`config.mk`:
```
export PLATFORM = sky130hd
export DESIGN_NAME = chebyshev_series_eval
export DESIGN_NICKNAME = d
export VERILOG_FILES = /design/src/hdl/chse_pkg.sv /design/src/hdl/chse_coef_mem.sv /design/src/hdl/chse_mul.sv /design/src/hdl/chebyshev_series_eval.sv
export SDC_FILE = /design/constraint.sdc
export NUM_CORES = 2
export LEC_CHECK = 0
export BUFFER_PORTS_ARGS = -buffer_cell sky130_fd_sc_hd__buf_2
export CORE_MARGIN = 3
export CORE_UTILIZATION = 59
export DETAILED_ROUTE_END_ITERATION = 8
export PLACE_DENSITY = 0.79
export SYNTH_ARGS = -nofsm -noshare
export SYNTH_HDL_FRONTEND = slang
export SYNTH_HIERARCHICAL = 1
export SYNTH_SLANG_ARGS = --single-unit
export TNS_END_PERCENT = 30
```
`constraint.sdc`:
```
create_clock -name clk -period 9.3 [get_ports clk]
set_input_delay 0.93 -clock clk [delete_from_list [all_inputs] [get_ports clk]]
set_output_delay 0.93 -clock clk [all_outputs]
set_load 0.05 [all_outputs]
```
`src/hdl/chse_pkg.sv`:
```
// ----------------------------------------------------------------------------
// chse_pkg: shared types and constants for the Chebyshev series evaluator
// Request and result payloads, number formats and small helpers used by the
// sequencer and the datapath modules.
// ----------------------------------------------------------------------------
package chse_pkg;

  // Default table depth and fixed field widths.
  localparam int COEF_COUNT = 16;
  localparam int DEG_W      = 4;
  localparam int IDX_W      = 4;
  localparam int COEF_W     = 32;
  localparam int ACC_W      = 48;
  localparam int PROD_W     = 64;

  // One in Q1.30, at operand width and at the width of a recurrence difference.
  localparam logic signed [31:0] ONE_Q30  = 32'sd1073741824;
  localparam logic signed [33:0] ONE_Q30W = 34'sd1073741824;

  // Request operation codes.
  typedef enum logic {
    OP_WRITE = 1'b0,
    OP_EVAL  = 1'b1
  } op_t;

  // Request payload.
  typedef struct packed {
    op_t                operation;
    logic [3:0]         coef_index;
    logic signed [31:0] coef_value;
    logic signed [31:0] x_value;
  } cmd_t;

  // Result payload.
  typedef struct packed {
    logic signed [47:0] series_value;
    logic               overflow;
  } result_t;

  // Operands presented to the shared multiplier.
  typedef struct packed {
    logic signed [31:0] a;
    logic signed [31:0] b;
  } mul_req_t;

  // Clamp a value to the closed range [-1, +1] in Q1.30.
  function automatic logic signed [31:0] clamp_one(input logic signed [33:0] v);
    logic signed [31:0] r;
    if (v > ONE_Q30W) begin
      r = ONE_Q30;
    end else if (v < -ONE_Q30W) begin
      r = -ONE_Q30;
    end else begin
      r = v[31:0];
    end
    return r;
  endfunction

endpackage

```
`src/hdl/chse_coef_mem.sv`:
```
// ----------------------------------------------------------------------------
// chse_coef_mem: coefficient table
// Single write port and one registered read port. Entries hold no reset value;
// a slot must only be read after it has been written; the block does not enforce this.
// ----------------------------------------------------------------------------
module chse_coef_mem #(
  parameter int DEPTH = chse_pkg::COEF_COUNT,
  parameter int AW    = $clog2(DEPTH)
) (
  input  logic                     clk,
  input  logic                     we,
  input  logic [AW-1:0]            waddr,
  input  logic signed [31:0]       wdata,
  input  logic [AW-1:0]            raddr,
  output logic signed [31:0]       rdata
);

  logic signed [31:0] mem [DEPTH];

  // Write port.
  always_ff @(posedge clk) begin
    if (we) begin
      mem[waddr] <= wdata;
    end
  end

  // Registered read port, sampled every cycle.
  always_ff @(posedge clk) begin
    rdata <= mem[raddr];
  end

endmodule

```
`src/hdl/chse_mul.sv`:
```
// ----------------------------------------------------------------------------
// chse_mul: shared signed multiplier
// One 32 x 32 signed multiply per cycle with the full product registered.
// Used both for the recurrence product and for each coefficient term.
// ----------------------------------------------------------------------------
module chse_mul (
  input  logic                                clk,
  input  chse_pkg::mul_req_t                  req,
  output logic signed [chse_pkg::PROD_W-1:0]  prod
);

  // Full-width product, registered.
  always_ff @(posedge clk) begin
    prod <= chse_pkg::PROD_W'(req.a) * chse_pkg::PROD_W'(req.b);
  end

endmodule

```
`src/hdl/chebyshev_series_eval.sv`:
```
// ----------------------------------------------------------------------------
// chebyshev_series_eval: fixed-point Chebyshev series evaluator
// Sums c[i]*T_i(x) for i = 0..degree using T_i = 2x*T_{i-1} - T_{i-2}, with a
// coefficient table filled by write requests and one shared multiplier.
//
//   Channel   Signals                          Direction  Handshake
//   request   start, busy, cmd                 in         start && !busy
//   result    result_valid, result             out        one-cycle strobe
//   config    degree_we, degree_wdata          in         write on degree_we
//
// A write request leaves busy low. An evaluate request keeps busy high while
// the sequencer runs FETCH and INIT, which end it when n (degree limited to
// COEF_COUNT-1) is zero; otherwise TERM, REC and STEP follow for each term
// but the last, then TERM and LAST. The result strobe follows in the next
// cycle. The term and recurrence products share one multiplier; STEP clamps T_i.
// Reset returns the sequencer to idle and sets degree to zero; the table is
// left as it is. The receiver cannot stall the result.
// ----------------------------------------------------------------------------
module chebyshev_series_eval #(
  parameter int COEF_COUNT = chse_pkg::COEF_COUNT
) (
  input  logic                          clk,
  input  logic                          rst,
  input  logic                          start,
  output logic                          busy,
  input  chse_pkg::cmd_t                cmd,
  output logic                          result_valid,
  output chse_pkg::result_t             result,
  input  logic                          degree_we,
  input  logic [chse_pkg::DEG_W-1:0]    degree_wdata
);

  localparam int AW    = $clog2(COEF_COUNT);
  localparam int DEG_W = chse_pkg::DEG_W;
  localparam int ACC_W = chse_pkg::ACC_W;

  typedef enum logic [2:0] {
    S_IDLE,
    S_FETCH,
    S_INIT,
    S_TERM,
    S_REC,
    S_STEP,
    S_LAST
  } state_t;

  state_t                       state;
  logic [DEG_W-1:0]             degree;
  logic [DEG_W-1:0]             n_last;
  logic [DEG_W-1:0]             idx;
  logic signed [31:0]           xr;
  logic signed [31:0]           tprev;
  logic signed [31:0]           tcur;
  logic signed [ACC_W-1:0]      acc;
  logic                         flag;

  logic                         accept;
  logic                         mem_we;
  logic signed [31:0]           rdata;
  chse_pkg::mul_req_t           mul_req;
  logic signed [chse_pkg::PROD_W-1:0] prod;
  logic [DEG_W-1:0]             n_start;
  logic signed [33:0]           term;
  logic signed [ACC_W:0]        sum;
  logic signed [ACC_W-1:0]      sum_sat;
  logic                         sum_ovf;
  logic signed [33:0]           rec_diff;
  logic signed [ACC_W-1:0]      acc_max;

  assign busy   = (state != S_IDLE);
  assign accept = start && !busy;

  // Table writes; slots beyond the table are dropped.
  assign mem_we = accept && (cmd.operation == chse_pkg::OP_WRITE) &&
                  (32'(cmd.coef_index) < COEF_COUNT);

  chse_coef_mem #(
    .DEPTH (COEF_COUNT),
    .AW    (AW)
  ) u_mem (
    .clk   (clk),
    .we    (mem_we),
    .waddr (AW'(cmd.coef_index)),
    .wdata (cmd.coef_value),
    .raddr (AW'(idx)),
    .rdata (rdata)
  );

  // The multiplier takes x for the recurrence and the coefficient otherwise.
  always_comb begin
    mul_req.a = (state == S_REC) ? xr : rdata;
    mul_req.b = tcur;
  end

  chse_mul u_mul (
    .clk  (clk),
    .req  (mul_req),
    .prod (prod)
  );

  // Degree limited to the last table slot.
  assign n_start = (32'(degree) > COEF_COUNT - 1) ? DEG_W'(COEF_COUNT - 1) : degree;

  // Term in Q.24: product floor-shifted by 30, then saturating accumulation.
  assign acc_max = {1'b0, {(ACC_W-1){1'b1}}};
  assign term    = prod[63:30];
  assign sum     = {acc[ACC_W-1], acc} + (ACC_W+1)'(term);
  assign sum_ovf = (sum[ACC_W] != sum[ACC_W-1]);
  assign sum_sat = sum_ovf ? (sum[ACC_W] ? ~acc_max : acc_max) : sum[ACC_W-1:0];

  // Next Chebyshev value before clamping: 2x*T_{i-1} - T_{i-2}.
  assign rec_diff = prod[62:29] - 34'(tprev);

  // Configuration register.
  always_ff @(posedge clk) begin
    if (rst) begin
      degree <= '0;
    end else if (degree_we) begin
      degree <= degree_wdata;
    end
  end

  // Sequencer with its working registers and the result register.
  always_ff @(posedge clk) begin
    if (rst) begin
      state        <= S_IDLE;
      result_valid <= 1'b0;
    end else begin
      result_valid <= 1'b0;
      unique case (state)
        S_IDLE: begin
          if (accept && (cmd.operation == chse_pkg::OP_EVAL)) begin
            xr     <= chse_pkg::clamp_one(34'(cmd.x_value));
            n_last <= n_start;
            idx    <= '0;
            state  <= S_FETCH;
          end
        end
        S_FETCH: begin
          idx   <= DEG_W'(1);
          state <= S_INIT;
        end
        S_INIT: begin
          acc   <= ACC_W'(rdata);
          flag  <= 1'b0;
          tprev <= chse_pkg::ONE_Q30;
          tcur  <= xr;
          if (n_last == '0) begin
            result.series_value <= ACC_W'(rdata);
            result.overflow     <= 1'b0;
            result_valid        <= 1'b1;
            state               <= S_IDLE;
          end else begin
            state <= S_TERM;
          end
        end
        S_TERM: begin
          if (idx == n_last) begin
            state <= S_LAST;
          end else begin
            state <= S_REC;
          end
        end
        S_REC: begin
          acc   <= sum_sat;
          flag  <= flag | sum_ovf;
          idx   <= idx + DEG_W'(1);
          state <= S_STEP;
        end
        S_STEP: begin
          tprev <= tcur;
          tcur  <= chse_pkg::clamp_one(rec_diff);
          state <= S_TERM;
        end
        S_LAST: begin
          result.series_value <= sum_sat;
          result.overflow     <= flag | sum_ovf;
          result_valid        <= 1'b1;
          state               <= S_IDLE;
        end
        default: begin
          state <= S_IDLE;
        end
      endcase
    end
  end

endmodule

```
==> results.md <==
* Status: completed
* Crit path capture type: flop
* Clock H-tree levels at 3
* CTS tree: yes
* Rel. slew slack at approximately 18%
* WHS at 0.441 ns
* # IOs at 128
* Required @ worst endpoint at roughly 10 ns
* Placed cell area at approximately 73000 um2
* Maxcap violations at 0
* Sink Count at around 800
* P&R area growth vs syn at 7.75%
* CTS max path bufs at 3
* CP most frequent cell: fa_1
* Initial Util at 59.5%
* Worst path max stage delay at 0.58 ns
* DRC viols at 0
* CP arrival at 9.53 ns
* Final setup vio count at 0
* Worst reg-to-reg setup slack at 0.30 ns
* Least-Margin Pin Slew at 1.24 ns
* Avg WL per Cell at 26.0 um
* Routability-driven placement congestion ratio at 1.01
* Leading cell type in the layout, fill and taps excluded: fa_1
* Num rows at 126
* Die footprint at 123000 um2
* Initial DRT Pass Iterations at 9
* Hold-fix buffers, CTS at 0
* Crit-path max FO at 34
* Layout cell share with drive strength beyond 1 at 9.88%
* First-pass GRT wire length at 310 mm
* Slowest CP cell: fa_1
* Detailed placement HPWL at 148 mm
* DIE WIDTH at 351 um
* Final hold viol count at 0
* Post-Synthesis Cells at 6187
* Minimum clock period at between 9 and 10 ns
* CP delay by family, top: adder cells
* Yosys warns at 6
* TNS Setup at 0 ns
* Via count at roughly 50000
* Synthesized area at roughly 70000 um2
* Buf+Inv Stages, Crit Path at 7
* Initial antenna violation count at 18
* Clock Skew at approximately 0.038 ns
* Final worst-path cycle share at approximately 97%
* Die Span Y at 351 um
* Gr usage total at 33.9%
* Design area at about 76000 um2
* Clock Pin Slew Worst Setup and Hold Paths at 0.07 ns
* Syn_nets at 7614
* Dpl cells at 7701
* Synth Area per Inst at 11.4 um2
* Largest net degree at the start of global routing at 132
* CTS buffer count at 70
* Clock root cell: clkbuf_16
* Critical path type: reg2reg
* Worst setup SP type: flop
* Non-filler cells, final at ~8000
* Core region area at 118000 um2
* RSZ-0062 raised after global routing: false
* Fin nets at 7664
* Most frequent cells in the layout: 1084 x fa_1, 1006 x inv_1, 738 x nand2_1
* Port Buffers at roughly 130
* GR Overflow Total at 0
* Final Max Slew Viols at 0
* Clk_lat worst skew at 0.66 ns
* Max Fclk at 111 MHz
* Antenna-violating nets left at 0
* First-iteration detailed-routing DRC count at 5354
* HP Class: reg2reg
* Vias/cell at just over 6
* Vias in the first global route at 51600
* Final wirelength at about 200 mm
==> stage by stage <==
step	utilization, %	setup WS (ns)
4_1_cts	64.1	0.211
6_report	64.1	0.300
3_3_place_gp	62.1	0.494
3_5_place_dp	62.1	0.247
2_1_floorplan	-	0.596
5_1_grt	64.1	0.0243
==> path summary, 6_finish.rpt <==
check | startpoint | end | cells past startpoint
worst max-delay path | state[2] | u_mul/prod[63] | 30
worst min-delay path | degree[0] | n_last[0] | 0
worst max register to register | state[2] | u_mul/prod[63] | 30
worst min register to register | degree[0] | n_last[0] | 0
==> sequential cells by signal, summed over array words and instances (netlist names), 3 cells and up <==
name / cells
u_mem/mem: 512
result: 49
acc: 48
u_mul/prod: 35
tcur: 32
tprev: 32
u_mem/rdata: 32
xr: 32
degree: 4
idx: 4
n_last: 4
state: 3
==> per-layer routing <==
layer | global-route usage (%) | vias up | wire [um]
li1 | - | 20100 | -
met1 | 43.6 | 24700 | 71800
met3 | 7.81 | 825 | 22900
met4 | 17.8 | 12 | 13200
met5 | 0 | - | 76
met2 | 54.3 | 3158 | 96300
==> worst reg2reg max path, delay by kind of cell, from the launching register on <==
kind | cells | cell delay [ns]
DFF | 1 | 0.33
adders and majority gates | 9 | 4.51
AOI/OAI and AO/OA | 4 | 0.80
and+or+nand+nor | 10 | 2.08
buffers and inverters | 7 | 1.17
==> cell type report <==
class,instances,area [um2]
Antenna cell,8,20.0
Clock buffer,89,1870
Clock inverter,40,518
Fill cell,8672,42400
Inverter,1007,3780
Multi-Input combinational cell,4063,42500
Sequential cell,789,22900
Tap cell,1536,1920
Timing Repair Buffer,306,2230
==> what timing repair did <==
action                     4_1_cts  5_1_grt
setup endpoints to repair        0        6
gates resized for setup          0        6
buffers inserted                 0        0
Power is not shown: default switching activity piles up to over one toggle a cycle in this logic, so the estimate is an artifact.
